`src/sv/lkvc_pkg.sv`:
```
package lkvc_pkg;

   localparam int ENTRIES   = 16;
   localparam int IDX_W     = (ENTRIES > 1) ? $clog2(ENTRIES) : 1;
   localparam int CNT_W     = $clog2(ENTRIES + 1);
   localparam int RANK_W    = IDX_W;
   localparam int KEY_W     = 32;
   localparam int VAL_W     = 32;
   localparam int CAP_W     = 5;
   localparam int CAP_RESET = 16;

   localparam logic MODE_READ  = 1'b0;
   localparam logic MODE_WRITE = 1'b1;

   typedef struct packed {
      logic              vld;
      logic [IDX_W-1:0]  idx;
      logic              entry_valid;
      logic [RANK_W-1:0] rank;
   } scan_beat_type;

   typedef struct packed {
      logic             found;
      logic [IDX_W-1:0] match_idx;
      logic [IDX_W-1:0] free_idx;
      logic [IDX_W-1:0] victim_idx;
   } scan_result_type;

endpackage

```
`src/sv/lkvc_kv_mem.sv`:
```
module lkvc_kv_mem (
   input  logic                        clock,
   input  logic [lkvc_pkg::IDX_W-1:0]  rd_addr,
   input  logic [lkvc_pkg::IDX_W-1:0]  wr_addr,
   input  logic                        wr_key_en,
   input  logic                        wr_val_en,
   input  logic [lkvc_pkg::KEY_W-1:0]  wr_key,
   input  logic [lkvc_pkg::VAL_W-1:0]  wr_val,
   output logic [lkvc_pkg::KEY_W-1:0]  key_rd,
   output logic [lkvc_pkg::VAL_W-1:0]  val_rd
);

   logic [lkvc_pkg::KEY_W-1:0] key_mem [lkvc_pkg::ENTRIES];
   logic [lkvc_pkg::VAL_W-1:0] val_mem [lkvc_pkg::ENTRIES];
   logic [lkvc_pkg::KEY_W-1:0] key_rd_ff;
   logic [lkvc_pkg::VAL_W-1:0] val_rd_ff;

   always_ff @(posedge clock) begin
      if (wr_key_en) begin
         key_mem[wr_addr] <= wr_key;
      end
      if (wr_val_en) begin
         val_mem[wr_addr] <= wr_val;
      end
      key_rd_ff <= key_mem[rd_addr];
      val_rd_ff <= val_mem[rd_addr];
   end

   assign key_rd = key_rd_ff;
   assign val_rd = val_rd_ff;

endmodule

```
`src/sv/lkvc_scan_unit.sv`:
```
module lkvc_scan_unit (
   input  logic                          clock,
   input  logic                          reset,
   input  logic                          start,
   input  lkvc_pkg::scan_beat_type       beat,
   input  logic [lkvc_pkg::KEY_W-1:0]    key_rd,
   input  logic [lkvc_pkg::KEY_W-1:0]    req_key,
   output lkvc_pkg::scan_result_type     result
);

   logic                          found_ff, found_in;
   logic                          free_found_ff, free_found_in;
   logic                          any_ff, any_in;
   logic [lkvc_pkg::IDX_W-1:0]    match_ff, match_in;
   logic [lkvc_pkg::IDX_W-1:0]    free_ff, free_in;
   logic [lkvc_pkg::IDX_W-1:0]    victim_ff, victim_in;
   logic [lkvc_pkg::RANK_W-1:0]   best_ff, best_in;
   logic                          key_eq;
   logic                          rank_gt;

   assign key_eq  = (key_rd == req_key);
   assign rank_gt = (beat.rank > best_ff);

   always_comb begin
      found_in      = found_ff;
      free_found_in = free_found_ff;
      any_in        = any_ff;
      match_in      = match_ff;
      free_in       = free_ff;
      victim_in     = victim_ff;
      best_in       = best_ff;
      if (start) begin
         found_in      = 1'b0;
         free_found_in = 1'b0;
         any_in        = 1'b0;
      end else if (beat.vld) begin
         if (beat.entry_valid) begin
            if (key_eq && !found_ff) begin
               found_in = 1'b1;
               match_in = beat.idx;
            end
            if (!any_ff || rank_gt) begin
               any_in    = 1'b1;
               best_in   = beat.rank;
               victim_in = beat.idx;
            end
         end else if (!free_found_ff) begin
            free_found_in = 1'b1;
            free_in       = beat.idx;
         end
      end
   end

   always_ff @(posedge clock) begin
      if (reset) begin
         found_ff      <= 1'b0;
         free_found_ff <= 1'b0;
         any_ff        <= 1'b0;
      end else begin
         found_ff      <= found_in;
         free_found_ff <= free_found_in;
         any_ff        <= any_in;
      end
      match_ff  <= match_in;
      free_ff   <= free_in;
      victim_ff <= victim_in;
      best_ff   <= best_in;
   end

   assign result.found      = found_ff;
   assign result.match_idx  = match_ff;
   assign result.free_idx   = free_ff;
   assign result.victim_idx = victim_ff;

endmodule

```
`src/sv/lru_key_value_cache.sv`:
```
// Fully associative key-value cache with least-recently-used replacement, ENTRIES slots.
// One request beat at a time: after a beat is taken the block walks every slot through a
// single key comparator, one slot per cycle, then waits for the registered memory read and
// the last compare; it then chooses the slot, and then does the data memory access and
// recency update, before its response beat is offered. A read miss skips the memory access
// and recency update. req_tready stays low until that response beat is taken.
// Capacity (csr) is sampled per request; 0 acts as 1 and values above ENTRIES act as
// ENTRIES. Lowering it below the current fill drops nothing; a later write miss then evicts
// the least recent entry in place.
module lru_key_value_cache (
   input  logic         clock,
   input  logic         reset,
   input  logic         req_tvalid,
   output logic         req_tready,
   input  logic [63:0]  req_tdata,   // key[31:0], value[63:32]
   input  logic         req_tuser,   // mode (0 read, 1 write)
   output logic         rsp_tvalid,
   input  logic         rsp_tready,
   output logic [63:0]  rsp_tdata,   // read_value[31:0], evicted_key[63:32]
   output logic [1:0]   rsp_tuser,   // hit[0], evicted[1]
   input  logic         csr_wr_en,
   input  logic [4:0]   csr_wr_data  // capacity_in_use
);

   typedef enum logic [4:0] {
      ST_IDLE    = 5'b00001,
      ST_SEARCH  = 5'b00010,
      ST_DECIDE  = 5'b00100,
      ST_FETCH   = 5'b01000,
      ST_RESPOND = 5'b10000
   } state_type;

   state_type                       state_ff, state_in;
   logic [lkvc_pkg::CAP_W-1:0]      cap_ff;
   logic [lkvc_pkg::CNT_W-1:0]      count_ff, count_in;
   logic [lkvc_pkg::CNT_W-1:0]      addr_ff, addr_in;
   logic [lkvc_pkg::CNT_W-1:0]      eff_cap;
   logic [lkvc_pkg::ENTRIES-1:0]    valid_ff, valid_in;
   logic [lkvc_pkg::RANK_W-1:0]     rank_ff [lkvc_pkg::ENTRIES];
   logic [lkvc_pkg::RANK_W-1:0]     rank_in [lkvc_pkg::ENTRIES];
   logic                            mode_ff;
   logic [lkvc_pkg::KEY_W-1:0]      key_ff;
   logic [lkvc_pkg::VAL_W-1:0]      value_ff;
   logic                            pvld_ff, pvld_in;
   logic [lkvc_pkg::IDX_W-1:0]      pidx_ff;
   logic [lkvc_pkg::IDX_W-1:0]      slot_ff, slot_sel;
   logic                            full_ff, full_now;
   logic                            hit_ff, ev_ff;
   logic [lkvc_pkg::VAL_W-1:0]      rd_ff;
   logic [lkvc_pkg::KEY_W-1:0]      evk_ff;
   logic [lkvc_pkg::IDX_W-1:0]      rd_addr;
   logic [lkvc_pkg::KEY_W-1:0]      key_rd;
   logic [lkvc_pkg::VAL_W-1:0]      val_rd;
   logic [lkvc_pkg::RANK_W-1:0]     old_rank;
   logic                            req_take, rsp_take, scan_start;
   lkvc_pkg::scan_beat_type         beat;
   lkvc_pkg::scan_result_type       scan;

   assign req_tready = (state_ff == ST_IDLE);
   assign rsp_tvalid = (state_ff == ST_RESPOND);
   assign req_take   = req_tvalid && req_tready;
   assign rsp_take   = rsp_tvalid && rsp_tready;
   assign scan_start = req_take;
   assign rsp_tdata  = {evk_ff, rd_ff};
   assign rsp_tuser  = {ev_ff, hit_ff};

   always_comb begin
      if (cap_ff == '0) begin
         eff_cap = lkvc_pkg::CNT_W'(1);
      end else if (int'(cap_ff) > lkvc_pkg::ENTRIES) begin
         eff_cap = lkvc_pkg::CNT_W'(lkvc_pkg::ENTRIES);
      end else begin
         eff_cap = lkvc_pkg::CNT_W'(cap_ff);
      end
   end

   assign full_now = (count_ff >= eff_cap);

   always_comb begin
      if (scan.found) begin
         slot_sel = scan.match_idx;
      end else if (full_now) begin
         slot_sel = scan.victim_idx;
      end else begin
         slot_sel = scan.free_idx;
      end
   end

   always_comb begin
      case (state_ff)
         ST_SEARCH: rd_addr = addr_ff[lkvc_pkg::IDX_W-1:0];
         ST_DECIDE: rd_addr = slot_sel;
         default:   rd_addr = slot_ff;
      endcase
   end

   assign beat.vld         = pvld_ff;
   assign beat.idx         = pidx_ff;
   assign beat.entry_valid = valid_ff[pidx_ff];
   assign beat.rank        = rank_ff[pidx_ff];

   lkvc_scan_unit u_scan (
      .clock   (clock),
      .reset   (reset),
      .start   (scan_start),
      .beat    (beat),
      .key_rd  (key_rd),
      .req_key (key_ff),
      .result  (scan)
   );

   lkvc_kv_mem u_mem (
      .clock     (clock),
      .rd_addr   (rd_addr),
      .wr_addr   (slot_ff),
      .wr_key_en ((state_ff == ST_FETCH) && (mode_ff == lkvc_pkg::MODE_WRITE) && !scan.found),
      .wr_val_en ((state_ff == ST_FETCH) && (mode_ff == lkvc_pkg::MODE_WRITE)),
      .wr_key    (key_ff),
      .wr_val    (value_ff),
      .key_rd    (key_rd),
      .val_rd    (val_rd)
   );

   assign old_rank = rank_ff[slot_ff];

   always_comb begin
      state_in = state_ff;
      addr_in  = addr_ff;
      pvld_in  = 1'b0;
      count_in = count_ff;
      valid_in = valid_ff;
      for (int i = 0; i < lkvc_pkg::ENTRIES; i++) begin
         rank_in[i] = rank_ff[i];
      end
      case (state_ff)
         ST_IDLE: begin
            addr_in = '0;
            if (req_take) begin
               state_in = ST_SEARCH;
            end
         end
         ST_SEARCH: begin
            if (int'(addr_ff) < lkvc_pkg::ENTRIES) begin
               addr_in = addr_ff + lkvc_pkg::CNT_W'(1);
               pvld_in = 1'b1;
            end else if (!pvld_ff) begin
               state_in = ST_DECIDE;
            end
         end
         ST_DECIDE: begin
            if (!scan.found && (mode_ff == lkvc_pkg::MODE_READ)) begin
               state_in = ST_RESPOND;
            end else begin
               state_in = ST_FETCH;
            end
         end
         ST_FETCH: begin
            state_in = ST_RESPOND;
            for (int i = 0; i < lkvc_pkg::ENTRIES; i++) begin
               if (lkvc_pkg::IDX_W'(i) == slot_ff) begin
                  rank_in[i] = '0;
               end else if (valid_ff[i] && (!valid_ff[slot_ff] || rank_ff[i] < old_rank)) begin
                  rank_in[i] = rank_ff[i] + lkvc_pkg::RANK_W'(1);
               end
            end
            if (!scan.found && !full_ff) begin
               valid_in[slot_ff] = 1'b1;
               count_in          = count_ff + lkvc_pkg::CNT_W'(1);
            end
         end
         ST_RESPOND: begin
            if (rsp_take) begin
               state_in = ST_IDLE;
            end
         end
         default: begin
            state_in = ST_IDLE;
         end
      endcase
   end

   always_ff @(posedge clock) begin
      if (reset) begin
         state_ff <= ST_IDLE;
         cap_ff   <= lkvc_pkg::CAP_W'(lkvc_pkg::CAP_RESET);
         count_ff <= '0;
         addr_ff  <= '0;
         valid_ff <= '0;
         pvld_ff  <= 1'b0;
         for (int i = 0; i < lkvc_pkg::ENTRIES; i++) begin
            rank_ff[i] <= '0;
         end
      end else begin
         state_ff <= state_in;
         count_ff <= count_in;
         addr_ff  <= addr_in;
         valid_ff <= valid_in;
         pvld_ff  <= pvld_in;
         for (int i = 0; i < lkvc_pkg::ENTRIES; i++) begin
            rank_ff[i] <= rank_in[i];
         end
         if (csr_wr_en) begin
            cap_ff <= csr_wr_data;
         end
      end
      pidx_ff <= addr_ff[lkvc_pkg::IDX_W-1:0];
      if (req_take) begin
         mode_ff  <= req_tuser;
         key_ff   <= req_tdata[31:0];
         value_ff <= req_tdata[63:32];
      end
      if (state_ff == ST_DECIDE) begin
         slot_ff <= slot_sel;
         full_ff <= full_now;
         hit_ff  <= scan.found;
         rd_ff   <= '0;
         ev_ff   <= 1'b0;
         evk_ff  <= '0;
      end
      if (state_ff == ST_FETCH) begin
         if (scan.found && (mode_ff == lkvc_pkg::MODE_READ)) begin
            rd_ff <= val_rd;
         end
         if (!scan.found && full_ff) begin
            ev_ff  <= 1'b1;
            evk_ff <= key_rd;
         end
      end
   end

   a_busy_no_accept: assert property (@(posedge clock) disable iff (reset)
      rsp_tvalid |-> !req_tready)
      else $error("request taken while response pending");

   a_count_bound: assert property (@(posedge clock) disable iff (reset)
      int'(count_ff) <= lkvc_pkg::ENTRIES)
      else $error("entry count above slot total");

   a_count_matches_valid: assert property (@(posedge clock) disable iff (reset)
      $countones(valid_ff) == int'(count_ff))
      else $error("entry count disagrees with valid bits");

   a_touch_most_recent: assert property (@(posedge clock) disable iff (reset)
      (state_ff == ST_FETCH) |=> (rank_ff[slot_ff] == '0) && valid_ff[slot_ff])
      else $error("touched slot not most recent");

endmodule

```
`config.mk`:
```
export PLATFORM = sky130hd
export DESIGN_NAME = lru_key_value_cache
export DESIGN_NICKNAME = d
export VERILOG_FILES = /design/src/sv/lkvc_pkg.sv /design/src/sv/lkvc_kv_mem.sv /design/src/sv/lkvc_scan_unit.sv /design/src/sv/lru_key_value_cache.sv
export SDC_FILE = /design/constraint.sdc
export NUM_CORES = 2
export LEC_CHECK = 0
export ABC_AREA = 1
export BUFFER_PORTS_ARGS = -buffer_cell sky130_fd_sc_hd__clkbuf_2
export CAP_MARGIN = 0
export CORE_MARGIN = 5
export CORE_UTILIZATION = 65
export DETAILED_ROUTE_END_ITERATION = 10
export PLACE_DENSITY = 0.84
export SLEW_MARGIN = 10
export SYNTH_ARGS = -nofsm -noshare
export SYNTH_HDL_FRONTEND = slang
export SYNTH_SLANG_ARGS = --single-unit
```
`constraint.sdc`:
```
create_clock -name clock -period 14.8 [get_ports clock]
set_clock_uncertainty 0.05 [all_clocks]
set_input_delay 1.48 -clock clock [delete_from_list [all_inputs] [get_ports clock]]
set_output_delay 1.48 -clock clock [all_outputs]
set_load 0.05 [all_outputs]
```
==> results.md <==
* Status: completed
* Avg Inst Size Synth at 10.3 sq um
* Worst VDD drop at 109 uV
* GR Util met2 at 0.498
* Num CTS Buffers at 134
* Worst Path Arrival at 6.56 ns
* Clk sinks at 1352
* Setup bufs post-CTS at 0
* Vias post-DR at 43600
* Leak pwr at 25.8 nW
* Min-Delay Path Class: flip-flop to flip-flop
* Core area at 89900 sq um
* Initial antenna violation count at 1
* WHS at 0.346 ns
* Max cap viols at 0
* Root Buffer Master: clkbuf_16
* Commonest non-fill, non-tap cell in the layout: nand2_1
* Most numerous cell on the critical path: nand2_1
* Worst Setup SP: state_ff[0]
* Layout cell share with drive strength beyond 1 at 0.0801
* Tightest Pin Transition at 1.34 ns
* Slew HR at 0.105
* Syn_nets at 5851
* Count of cell types in the netlist at 44
* GRT Overall Usage at 0.310
* Iteration-0 DRC Markers at 6268
* Top_reg_cell synth: edfxtp_1
* Syn-to-layout area delta at 9.64%
* Final net count at 5862
* Gpl congestion at 0.902
* Final Power at 8.09 mW
* Synth warn at 0
* Final Hold Viols at 0
* Port bufs at 142
* Register area share after synthesis at 0.649
* Post-Syn Area at 58800 sq um
* Fin area at 64500 sq um
* EDFF count, synth at 1111
* Req. time, crit path at 15.43 ns
* Layout fillers at 5692
* Worst-path maximum fanout at 95
* Fin crit period at 5.93 ns
* Post-DP Area at 60200 sq um
* Final period util at 0.401
* Met3 GRT Util at 0.0621
* Detailed Routing Iterations Pass 1 at 8
* Vias in the first global route at 42600
* Pins Over Slew Limit at 0
* DRC errors left at 0
* Die area at 96600 sq um
* Synth async-reset ratio at 0
* Setup TNS at 0 ns
* Largest net degree at the start of global routing at 248
* Chip Width at 311 um
* FF-to-FF Start: state_ff[0]
* First-pass GRT wire length at 236 mm
* RSZ-0062 raised after global routing: false
* Post-Route WL at 155 mm
* Clk pin slew, worst setup/hold paths at 0.06 ns
* # IOs at 143
* Highest clock rate at 0.169 GHz
* Top Usage Layer GRT: met2
* Chip height at 311 um
* DR WL/cell at 22.1 um
* Crit path cell chain: nor2_2, nand2_1, nor3_2, clkinv_2, nand3_4, buf_4, buf_4, buf_4, nand3_1, nand2_1, nand2_1, nand3_1, nand3_1, nand2_1
* Bufs on Longest Clock Path at 3
* GR Overflow Total at 0
* Post_cts resized at 0
* Crit-path leading delay family: buffers and inverters
* Reg2reg setup slack at 8.87 ns
* CTS H-tree depth at 4
* Sequential Area at 38200 sq um
* Worst setup SP type: flip-flop
* Top cell type's share of synthesized area at 0.567
* Commonest cells after routing, fill and taps aside: nand2_1, nand3_1, edfxtp_1, inv_1, nand3b_1
* Critical path class: flip-flop to flip-flop
* CTS tree: built
* Top area cells in the synthesized netlist: edfxtp_1, nand3_1, nand2_1
* Post-synthesis sequential element count at 1352
* CP max stage cell: buf_4
* Antenna Cells at 0
* Routed Antenna Nets at 0
* Number of buffers and inverters on the critical path at 4
* Largest stage delay, worst path at 0.92 ns
* Gate Count Post-Synth at 5701
* Multi-input gate area at 16900 sq um
* Vias per cell at 6.23
* Clk Latency, worst-skew pair at 0.75 ns
* Hold-fix buffers, CTS at 0
* CP endpoint kind: flip-flop
* Global routing met1 resource utilization at 0.412
* Initial core utilization at 0.655
* Area leader, netlist: edfxtp_1
* Cell area power density at 125 nW/um^2
* Count of final setup violators at 0
* Std-Cell Rows at 110
* DP HPWL at 77.8 mm
* Hold Crit Start: addr_ff[2]
-- synth_stat cells, drive strengths merged (66+ instances only) --
library cell and instances:
clkbuf 66, edfxtp 1111, o21ai 181, nand3b 258
a21oi 166, inv 625, buf 267, nand2 1305
nand3 1124, dfxtp 241, ha 75, nor2 152
-- through the flow --
stage,std cells,util,setup slack (ns)
floorplan,5701,-,8.69
global placement,6752,0.669,9.38
detailed placement,6752,0.669,9.20
CTS,6996,0.718,9.15
global route,6996,0.718,8.58
finish,6996,0.718,8.87
-- routing by layer --
metal  wire (um)  share of wire  up-vias
li1            -              -    19400
met2       73500           0.47     2997
met5          16        0.00010        -
met3       18700           0.12      536
met1       55400           0.36    20600
met4        7310          0.047        2
-- registers in the layout, indices dropped and copies added, names as in the netlist, 4 cells and up, named ones only --
register and flops:
state_ff 5, u_scan.free_ff 4, key_ff 32, cap_ff 5
u_mem.val_mem 512, pidx_ff 4, rank_ff 64, value_ff 32
u_mem.val_rd 32, u_mem.key_rd 32, u_scan.match_ff 4, evk_ff 32
rd_ff 32, u_mem.key_mem 512, valid_ff 16, addr_ff 5
u_scan.victim_ff 4, u_scan.best_ff 4, count_ff 5, slot_ff 4
-- worst reg2reg max path, delay by kind of cell, from the launching register on --
family	cells	cell delay, ns
AND/OR/NAND/NOR	10	2.47
flip-flops	1	0.32
buffers and inverters	4	3.05
-- logic make-up (layout without fill, tap and decap cells) --
logic type,Yosys count,count (layout),share of synthesized area
buf+inv,963,1082,0.0680
compound gates,389,389,0.0350
xor+xnor,25,25,0.00372
mux,2,2,0.000340
simple gates,2895,2895,0.228
fa+ha+maj,75,75,0.0160
flops,1352,1352,0.649
-- power by group --
part           total [mW]  switching (mW)  internal (mW)
clock                3.36            1.43           1.93
sequential           4.28          0.0903           4.19
combinational       0.447           0.323          0.124
-- layout make-up --
type                       instances  share of cell area
inverter                         630              0.0369
tap                             1176              0.0228
clock buffer                     191              0.0588
multi-input combinational       3386               0.262
sequential                      1352               0.592
clock inverter                    53             0.00825
timing repair buffer             208              0.0189
-- final timing paths --
| kind | end | cells after the start |
|---|---|---|
| worst min-delay path | pidx_ff[2] | 0 |
| worst max register to register | u_mem.val_rd[4] | 14 |
| worst max-delay path | u_mem.val_rd[4] | 14 |
| worst min register to register | pidx_ff[2] | 0 |
Note: power is estimated with default switching activity, not from simulation.
